[src/hdl/clp_pkg.sv]
package clp_pkg;

  // code point and result widths
  localparam int unsigned CP_W    = 21;
  localparam int unsigned BYTE_W  = 8;
  localparam int unsigned LEN_W   = 4;
  localparam int unsigned QUEUE_DEPTH_DEF = 2;

  // classification thresholds
  localparam logic [CP_W-1:0] UTF8_2_MIN  = 21'h00080;
  localparam logic [CP_W-1:0] UTF8_3_MIN  = 21'h00800;
  localparam logic [CP_W-1:0] WIDE_MIN    = 21'h10000;
  localparam logic [CP_W-1:0] HEX4_MIN    = 21'h00100;
  localparam logic [CP_W-1:0] CTRL_END    = 21'h00020;
  localparam logic [CP_W-1:0] DEL_CODE    = 21'h0007f;

  // named control characters
  localparam logic [CP_W-1:0] CP_BACKSPACE = 21'd8;
  localparam logic [CP_W-1:0] CP_TAB       = 21'd9;
  localparam logic [CP_W-1:0] CP_NEWLINE   = 21'd10;
  localparam logic [CP_W-1:0] CP_FORMFEED  = 21'd12;
  localparam logic [CP_W-1:0] CP_RETURN    = 21'd13;
  localparam logic [CP_W-1:0] CP_SPACE     = 21'd32;

  // UTF-8 lead and continuation prefixes
  localparam logic [BYTE_W-1:0] LEAD_2 = 8'hc0;
  localparam logic [BYTE_W-1:0] LEAD_3 = 8'he0;
  localparam logic [BYTE_W-1:0] LEAD_4 = 8'hf0;
  localparam logic [BYTE_W-1:0] CONT   = 8'h80;

  localparam logic [BYTE_W-1:0] CHR_BSLASH = 8'h5c;
  localparam logic [BYTE_W-1:0] CHR_U      = 8'h75;

  // names, left aligned and padded to ten characters
  localparam int unsigned NAME_CHARS = 10;
  localparam logic [NAME_CHARS*BYTE_W-1:0] STR_BACKSPACE = "\\backspace";
  localparam logic [NAME_CHARS*BYTE_W-1:0] STR_TAB       = "\\tab      ";
  localparam logic [NAME_CHARS*BYTE_W-1:0] STR_NEWLINE   = "\\newline  ";
  localparam logic [NAME_CHARS*BYTE_W-1:0] STR_FORMFEED  = "\\formfeed ";
  localparam logic [NAME_CHARS*BYTE_W-1:0] STR_RETURN    = "\\return   ";
  localparam logic [NAME_CHARS*BYTE_W-1:0] STR_SPACE     = "\\space    ";

  typedef enum logic [1:0] {
    KIND_UTF8,
    KIND_HEX,
    KIND_NAME,
    KIND_CHAR
  } kind_e;

  typedef enum logic [2:0] {
    NAME_BACKSPACE,
    NAME_TAB,
    NAME_NEWLINE,
    NAME_FORMFEED,
    NAME_RETURN,
    NAME_SPACE
  } name_e;

  // one classified request waiting for the back end
  typedef struct packed {
    kind_e             kind;
    name_e             name;
    logic [LEN_W-1:0]  len;
    logic [CP_W-1:0]   cp;
  } desc_t;

  // lower-case hex digit
  function automatic logic [BYTE_W-1:0] hex_char(input logic [3:0] nib);
    logic [BYTE_W-1:0] res;
    if (nib < 4'd10) begin
      res = 8'h30 + {4'b0, nib};
    end else begin
      res = 8'h57 + {4'b0, nib};
    end
    return res;
  endfunction

  // one character of a control name
  function automatic logic [BYTE_W-1:0] name_char(input name_e nm,
                                                  input logic [LEN_W-1:0] idx);
    logic [NAME_CHARS*BYTE_W-1:0] str;
    logic [LEN_W-1:0]             pos;
    case (nm)
      NAME_BACKSPACE: str = STR_BACKSPACE;
      NAME_TAB:       str = STR_TAB;
      NAME_NEWLINE:   str = STR_NEWLINE;
      NAME_FORMFEED:  str = STR_FORMFEED;
      NAME_RETURN:    str = STR_RETURN;
      NAME_SPACE:     str = STR_SPACE;
      default:        str = STR_SPACE;
    endcase
    pos = LEN_W'(NAME_CHARS - 1) - idx;
    return str[pos*BYTE_W +: BYTE_W];
  endfunction

endpackage

[src/hdl/char_literal_printer.sv]
// channel   direction  handshake     payload
// input     in         push / full   code_point_i[20:0]
// result    out        pop / empty   out_byte_o[7:0], last_byte_o
// config    in         cfg_we_i      cfg_wdata_i (readable mode)
//
// each code point gives one to ten result bytes, one byte per cycle unless the
// result port stalls; a code point is classified on entry and waits in a small
// queue for the byte generator; the first byte goes from the queue head into the
// output register, which drives the result ports
// reset empties the queue and output register and selects readable mode
// a stalled result port holds the byte; input keeps filling until the queue is full
module char_literal_printer #(
  parameter int unsigned QueueDepth = clp_pkg::QUEUE_DEPTH_DEF
) (
  input  logic        clk_i,
  input  logic        rst_ni,
  input  logic        cfg_we_i,
  input  logic        cfg_wdata_i,
  input  logic        push,
  output logic        full,
  input  logic [20:0] code_point_i,
  output logic        empty,
  input  logic        pop,
  output logic [7:0]  out_byte_o,
  output logic        last_byte_o
);
  import clp_pkg::*;

  desc_t front_desc, q_desc;
  logic  q_valid, q_pop;

  // classification
  clp_front u_front (
    .clk_i        (clk_i),
    .rst_ni       (rst_ni),
    .cfg_we_i     (cfg_we_i),
    .cfg_wdata_i  (cfg_wdata_i),
    .code_point_i (code_point_i),
    .desc_o       (front_desc)
  );

  // request queue between front and back
  clp_queue #(
    .Depth (QueueDepth)
  ) u_queue (
    .clk_i   (clk_i),
    .rst_ni  (rst_ni),
    .wr_i    (push),
    .wdata_i (front_desc),
    .full_o  (full),
    .rd_i    (q_pop),
    .rdata_o (q_desc),
    .valid_o (q_valid)
  );

  // byte generation
  clp_back u_back (
    .clk_i        (clk_i),
    .rst_ni       (rst_ni),
    .desc_i       (q_desc),
    .desc_valid_i (q_valid),
    .desc_pop_o   (q_pop),
    .empty        (empty),
    .pop          (pop),
    .out_byte_o   (out_byte_o),
    .last_byte_o  (last_byte_o)
  );

endmodule

[src/hdl/clp_front.sv]
module clp_front (
  input  logic          clk_i,
  input  logic          rst_ni,
  input  logic          cfg_we_i,
  input  logic          cfg_wdata_i,
  input  logic [20:0]   code_point_i,
  output clp_pkg::desc_t desc_o
);
  import clp_pkg::*;

  logic readable_q;
  desc_t d;

  // mode register
  always_ff @(posedge clk_i or negedge rst_ni) begin
    if (!rst_ni) begin
      readable_q <= 1'b1;
    end else if (cfg_we_i) begin
      readable_q <= cfg_wdata_i;
    end
  end

  // classify the code point and count its bytes
  always_comb begin
    d.cp   = code_point_i;
    d.name = NAME_SPACE;
    d.kind = KIND_UTF8;
    d.len  = LEN_W'(1);
    if (!readable_q) begin
      d.kind = KIND_UTF8;
      if (code_point_i < UTF8_2_MIN) begin
        d.len = LEN_W'(1);
      end else if (code_point_i < UTF8_3_MIN) begin
        d.len = LEN_W'(2);
      end else if (code_point_i < WIDE_MIN) begin
        d.len = LEN_W'(3);
      end else begin
        d.len = LEN_W'(4);
      end
    end else if (code_point_i >= WIDE_MIN) begin
      d.kind = KIND_HEX;
      d.len  = LEN_W'(8);
    end else if (code_point_i >= HEX4_MIN) begin
      d.kind = KIND_HEX;
      d.len  = LEN_W'(6);
    end else if (code_point_i == CP_BACKSPACE) begin
      d.kind = KIND_NAME;
      d.name = NAME_BACKSPACE;
      d.len  = LEN_W'(10);
    end else if (code_point_i == CP_TAB) begin
      d.kind = KIND_NAME;
      d.name = NAME_TAB;
      d.len  = LEN_W'(4);
    end else if (code_point_i == CP_NEWLINE) begin
      d.kind = KIND_NAME;
      d.name = NAME_NEWLINE;
      d.len  = LEN_W'(8);
    end else if (code_point_i == CP_FORMFEED) begin
      d.kind = KIND_NAME;
      d.name = NAME_FORMFEED;
      d.len  = LEN_W'(9);
    end else if (code_point_i == CP_RETURN) begin
      d.kind = KIND_NAME;
      d.name = NAME_RETURN;
      d.len  = LEN_W'(7);
    end else if (code_point_i == CP_SPACE) begin
      d.kind = KIND_NAME;
      d.name = NAME_SPACE;
      d.len  = LEN_W'(6);
    end else if (code_point_i < CTRL_END || code_point_i >= DEL_CODE) begin
      d.kind = KIND_HEX;
      d.len  = LEN_W'(4);
    end else begin
      d.kind = KIND_CHAR;
      d.len  = LEN_W'(2);
    end
  end

  assign desc_o = d;

endmodule

[src/hdl/clp_queue.sv]
module clp_queue #(
  parameter int unsigned Depth = 2
) (
  input  logic           clk_i,
  input  logic           rst_ni,
  input  logic           wr_i,
  input  clp_pkg::desc_t wdata_i,
  output logic           full_o,
  input  logic           rd_i,
  output clp_pkg::desc_t rdata_o,
  output logic           valid_o
);
  import clp_pkg::*;

  localparam int unsigned PtrW = (Depth > 1) ? $clog2(Depth) : 1;
  localparam int unsigned CntW = $clog2(Depth + 1);

  desc_t            mem_q [Depth];
  logic [PtrW-1:0]  wptr_q, rptr_q;
  logic [CntW-1:0]  cnt_q;
  logic             do_wr, do_rd;

  assign full_o  = (cnt_q == CntW'(Depth));
  assign valid_o = (cnt_q != '0);
  assign do_wr   = wr_i && !full_o;
  assign do_rd   = rd_i && valid_o;
  assign rdata_o = mem_q[rptr_q];

  // storage
  always_ff @(posedge clk_i) begin
    if (do_wr) begin
      mem_q[wptr_q] <= wdata_i;
    end
  end

  // pointers and fill count
  always_ff @(posedge clk_i or negedge rst_ni) begin
    if (!rst_ni) begin
      wptr_q <= '0;
      rptr_q <= '0;
      cnt_q  <= '0;
    end else begin
      if (do_wr) begin
        wptr_q <= (wptr_q == PtrW'(Depth - 1)) ? '0 : wptr_q + 1'b1;
      end
      if (do_rd) begin
        rptr_q <= (rptr_q == PtrW'(Depth - 1)) ? '0 : rptr_q + 1'b1;
      end
      if (do_wr && !do_rd) begin
        cnt_q <= cnt_q + 1'b1;
      end else if (do_rd && !do_wr) begin
        cnt_q <= cnt_q - 1'b1;
      end
    end
  end

endmodule

[src/hdl/clp_back.sv]
module clp_back (
  input  logic           clk_i,
  input  logic           rst_ni,
  input  clp_pkg::desc_t desc_i,
  input  logic           desc_valid_i,
  output logic           desc_pop_o,
  output logic           empty,
  input  logic           pop,
  output logic [7:0]     out_byte_o,
  output logic           last_byte_o
);
  import clp_pkg::*;

  logic [LEN_W-1:0]  idx_q, idx_d;
  logic              valid_q, valid_d;
  logic [BYTE_W-1:0] byte_q, byte_d;
  logic              last_q, last_d;
  logic [BYTE_W-1:0] cur_byte;
  logic              cur_last;
  logic              advance;
  logic [LEN_W-1:0]  rpos;
  logic [23:0]       cp_ext;

  assign cp_ext   = {3'b0, desc_i.cp};
  assign rpos     = desc_i.len - LEN_W'(1) - idx_q;
  assign cur_last = (rpos == '0);

  // byte at the current position
  always_comb begin
    cur_byte = CHR_BSLASH;
    case (desc_i.kind)
      KIND_UTF8: begin
        if (idx_q != '0) begin
          cur_byte = CONT | {2'b0, cp_ext[rpos[1:0]*6 +: 6]};
        end else begin
          case (desc_i.len)
            LEN_W'(2): cur_byte = LEAD_2 | {3'b0, desc_i.cp[10:6]};
            LEN_W'(3): cur_byte = LEAD_3 | {4'b0, desc_i.cp[15:12]};
            LEN_W'(4): cur_byte = LEAD_4 | {5'b0, desc_i.cp[20:18]};
            default:   cur_byte = desc_i.cp[7:0];
          endcase
        end
      end
      KIND_HEX: begin
        if (idx_q == LEN_W'(0)) begin
          cur_byte = CHR_BSLASH;
        end else if (idx_q == LEN_W'(1)) begin
          cur_byte = CHR_U;
        end else begin
          cur_byte = hex_char(cp_ext[rpos[2:0]*4 +: 4]);
        end
      end
      KIND_NAME: cur_byte = name_char(desc_i.name, idx_q);
      KIND_CHAR: cur_byte = (idx_q == '0) ? CHR_BSLASH : desc_i.cp[7:0];
      default:   cur_byte = CHR_BSLASH;
    endcase
  end

  // output register, refilled whenever it is free or being taken
  always_comb begin
    advance    = !valid_q || pop;
    valid_d    = valid_q;
    byte_d     = byte_q;
    last_d     = last_q;
    idx_d      = idx_q;
    desc_pop_o = 1'b0;
    if (advance) begin
      valid_d = desc_valid_i;
      if (desc_valid_i) begin
        byte_d = cur_byte;
        last_d = cur_last;
        if (cur_last) begin
          idx_d      = '0;
          desc_pop_o = 1'b1;
        end else begin
          idx_d = idx_q + 1'b1;
        end
      end
    end
  end

  always_ff @(posedge clk_i or negedge rst_ni) begin
    if (!rst_ni) begin
      valid_q <= 1'b0;
      idx_q   <= '0;
    end else begin
      valid_q <= valid_d;
      idx_q   <= idx_d;
    end
  end

  always_ff @(posedge clk_i) begin
    byte_q <= byte_d;
    last_q <= last_d;
  end

  assign empty       = !valid_q;
  assign out_byte_o  = byte_q;
  assign last_byte_o = last_q;

endmodule
[config.mk]
export PLATFORM = sky130hd
export DESIGN_NAME = char_literal_printer
export DESIGN_NICKNAME = d
export VERILOG_FILES = /design/src/hdl/clp_pkg.sv /design/src/hdl/char_literal_printer.sv /design/src/hdl/clp_front.sv /design/src/hdl/clp_queue.sv /design/src/hdl/clp_back.sv
export SDC_FILE = /design/constraint.sdc
export NUM_CORES = 1
export LEC_CHECK = 0
export BUFFER_PORTS_ARGS = -buffer_cell sky130_fd_sc_hd__clkbuf_2
export CAP_MARGIN = 15
export CORE_AREA = 2 2 102 104
export CTS_BUF_LIST = sky130_fd_sc_hd__clkbuf_8 sky130_fd_sc_hd__clkbuf_16
export DETAILED_ROUTE_END_ITERATION = 12
export DIE_AREA = 0 0 104 106
export GPL_TIMING_DRIVEN = 0
export PLACE_DENSITY_LB_ADDON = 0.3
export SLEW_MARGIN = 20
export SYNTH_ARGS = -nofsm -noshare
export SYNTH_HDL_FRONTEND = slang
export SYNTH_SLANG_ARGS = --single-unit
export TNS_END_PERCENT = 50
[constraint.sdc]
create_clock -name clk_i -period 4.6 [get_ports clk_i]
set_input_delay 1.15 -clock clk_i [delete_from_list [all_inputs] [get_ports clk_i]]
set_output_delay 1.15 -clock clk_i [all_outputs]
set_load 0.05 [all_outputs]
==> results by group <==
Clocking
  – CTS tree: done
  – Hold Buf Count CTS: 0
  – Number of H-tree levels: 3
  – Clk Latency, worst-skew pair: between 300 and 400 ps
  – Max clock buf depth: 2
  – Root Driver: clkbuf_8
  – Post-CTS setup buffer count: 0
  – Post-cts resize count: 0
  – Clock sinks: a little under 80
  – Number of CTS-inserted buffers: 9
  – Reg clk slew, reported paths: 90 ps

Power and ir drop
  – P_sw: ~2200 uW
  – Power, Total: approximately 4500 uW
  – Max VDD drop: roughly 0.29 mV
  – Comb pwr share: around 64%
  – Sw Ratio: between 40% and 50%
  – Share of power burned in registers: between 20% and 30%
  – PwrDens: around 830 nW/um2
  – Clock Power Share: 10.5%
  – Leak pwr: between 0.0015 and 0.002 uW
  – Internal power: 2340 uW

Floorplanning
  – IO Count: 38
  – Core Footprint: roughly 10000 um2
  – Starting Density: 48.8%
  – Die Wd: around 100 um
  – Die ar.: ~11000 um2
  – Num rows: 37
  – Die Ht: approximately 110 um

Timing
  – # setup viols final: 0
  – RSZ-0062 raised after global routing: no
  – WHS: around 500 ps
  – Slew headroom: about 30%
  – Final Hold Vio Count: 0
  – Max Clock Skew: between 10 and 15 ps
  – FMAX: 248 MHz
  – Worst-margin pin slew: between 1000 and 1500 ps
  – Period Utilization, post-route: between 80% and 90%
  – Final TNS setup: 0 ps
  – Final worst path period need: 4040 ps
  – Final Max Slew Viols: 0

Critical path
  – Slowest cell on crit path: mux4_2
  – CP max stage delay: between 500 and 600 ps
  – Setup slack, reg-to-reg: about 560 ps
  – Critical Path Sink Type: flip-flop
  – Worst Setup Path Type: flip-flop to flip-flop
  – Top delay family on crit path: multiplexers
  – CP bufs+invs: 4
  – R2R depth: 13
  – Crit-path cells: buf_6, buf_6, buf_6, buf_6, mux2_2, ha_1, xor2_2, mux4_2, a32oi_2, ha_1, a21oi_1, nor4_1, o211ai_1
  – Startpoint Class: flip-flop
  – Max FO, Critical Path: 10
  – Crit path DAT: 4140 ps
  – CP Depth: 13
  – CP Data Required Time: 4700 ps
  – Crit path top cell by count: buf_6

Drt
  – Pre-Repair DR Iteration Count: 5
  – DR iter-0 viols: roughly 370
  – DRC: 0
  – Drt via density: approximately 6.1
  – Routed Antenna Nets: 0
  – Vias: between 3000 and 4000
  – WL per Instance: 18.9 um
  – Routed WL: about 12000 um

GRT
  – First-pass GRT wire length: a little under 20000 um
  – GRT Total Usage: between 20% and 30%
  – Initial antenna violation count: 0
  – Vias in the first global route: between 3000 and 4000
  – GR Overflow Total: 0
  – Largest net degree at the start of global routing: 31

Layout
  – Final nets: roughly 540
  – Ant. Diodes: 0
  – Synthesis-to-finish area growth: 11.5%
  – Non-filler cells, final: approximately 640
  – Fin area: ~5400 um2
  – Layout cells sized above 1: between 20% and 30%

Logic synthesis
  – Most frequent cell after synthesis: edfxtp_1
  – Post-synth top area share: between 40% and 50%
  – Synthesized net count: slightly below 500
  – Asr flop ratio synth: between 10% and 20%
  – Unique masters post-synth: slightly above 70
  – Largest area contributor in the netlist: edfxtp_1
  – Synth warn: 0
  – Syn Inst Count: approximately 450
  – Area contributors post-synth: edfxtp_1 42%, dfrtp_1 4.6%, mux2i_1 4.3%, mux2_2 3.5%, nand2_1 3.2%
  – Netlist Area Pre-Place: ~4900 um2
  – Post-synth EDFFs: 69
  – Seq/Total Area, Yosys: a little under half
  – Mapped Avg Cell Area: between 10 and 15 um2
  – Top cells by instance count after synthesis: 69 x edfxtp_1, 41 x nand2_1, 32 x nor2_1
  – Post-synthesis register bit count: between 70 and 80
  – Top_reg_cell synth: edfxtp_1

Min path
  – Hold path depth: 2
  – HP Class: flip-flop to flip-flop

Run
  – Max_cap viols: 0

Placed design
  – Placed cell area: between 5000 and 6000 um2
  – Inst Count DP: ~620
  – I/O Buffers: 37
  – GP Congestion: 0.940
  – Hpwl dp: about 9000 um

Outcome
  – Outcome: completed
## final timing paths
path	startpoint	endpoint
worst min-delay path	u_back.valid_q	u_back.valid_q
min in group asynchronous	rst_ni	u_back.idx_q[1]
worst max-delay path	u_queue.rptr_q	u_back.out_byte_o[2]
worst max register to register	u_queue.rptr_q	u_back.out_byte_o[2]
max in group asynchronous	rst_ni	u_front.readable_q
worst min register to register	u_back.valid_q	u_back.valid_q
## state kept, by name, indices dropped and copies added (netlist names)
register            cells
u_back.last_byte_o      1
u_queue.rptr_q          1
u_back.idx_q            4
u_front.readable_q      1
u_queue.wptr_q          1
u_back.valid_q          1
u_queue.cnt_q           2
u_back.out_byte_o       8
u_queue.mem_q          60
## power by group through the flow
stage | combinational [uW] | sequential (uW) | clock (uW)
floorplan | 2070 | 1280 | 0
global placement | 2830 | 1150 | 0
detailed placement | 2870 | 1150 | 0
CTS | 2880 | 1140 | 482
global route | 3170 | 1160 | 511
finish | 2910 | 1140 | 474
## layer usage
metal,track usage [%],routed length [um],share of wire (%)
met5,0,0,0
met4,8.98,282,2.3
met3,4.84,755,6.3
met2,35.3,5700,47
met1,30.5,5290,44
## logic make-up (layout without fill, tap and decap cells)
group	after synthesis	in the layout	synth area share (%)
AO/OA/AOI/OAI	126	126	17.6
multiplexers	46	46	11.6
XOR/XNOR	14	14	2.82
adder cells (fa/ha/maj)	13	13	3.44
AND/OR/NAND/NOR	131	131	13.1
flip-flops	79	79	47.7
buffers and inverters	39	93	3.80
## area by class of cell
cell class                 count  area (um2)
fill                         930        4560
multi-input combinational    330        2380
sequential                    79        2320
timing repair buffer          38         205
tap                          136         170
buffer                        23         125
clock buffer                   9         124
inverter                      16        60.1
clock inverter                 7        53.8
## per-stage QoR
stage | setup slack, ps | util [%]
after floorplan | 1080 | -
after global placement | 620 | 52.3
after detailed placement | 559 | 52.6
after CTS | 547 | 54.4
after global routing | 340 | 54.4
final | 560 | 54.4
## worst reg2reg max path, stage by stage, from the launching register on
cell,delay [ps]
dfrtp_1,370
buf_6,170
buf_6,200
buf_6,200
buf_6,200
mux2_2,360
ha_1,390
xor2_2,400
mux4_2,590
a32oi_2,260
ha_1,240
a21oi_1,70
nor4_1,210
o211ai_1,140
## placed cells by master (no fill, tap or decap), drive strengths merged, types with 4 or more instances in the layout
cell      n
dfrtp     9
mux4      6
nand3     9
ha       11
edfxtp   69
o221ai    4
o22ai    11
a2bb2oi   5
o211ai   12
nor2     32
o21a      4
a22oi     4
nand2b    5
mux2i    23
nand2    41
nor3b     5
nor4      5
o21ai    29
a31oi    11
inv      18
clkinv    4
buf      10
nor3     17
xnor2     9
xor2      5
clkbuf   60
a21oi    27
mux2     17
(Power assumes the default switching activity.)
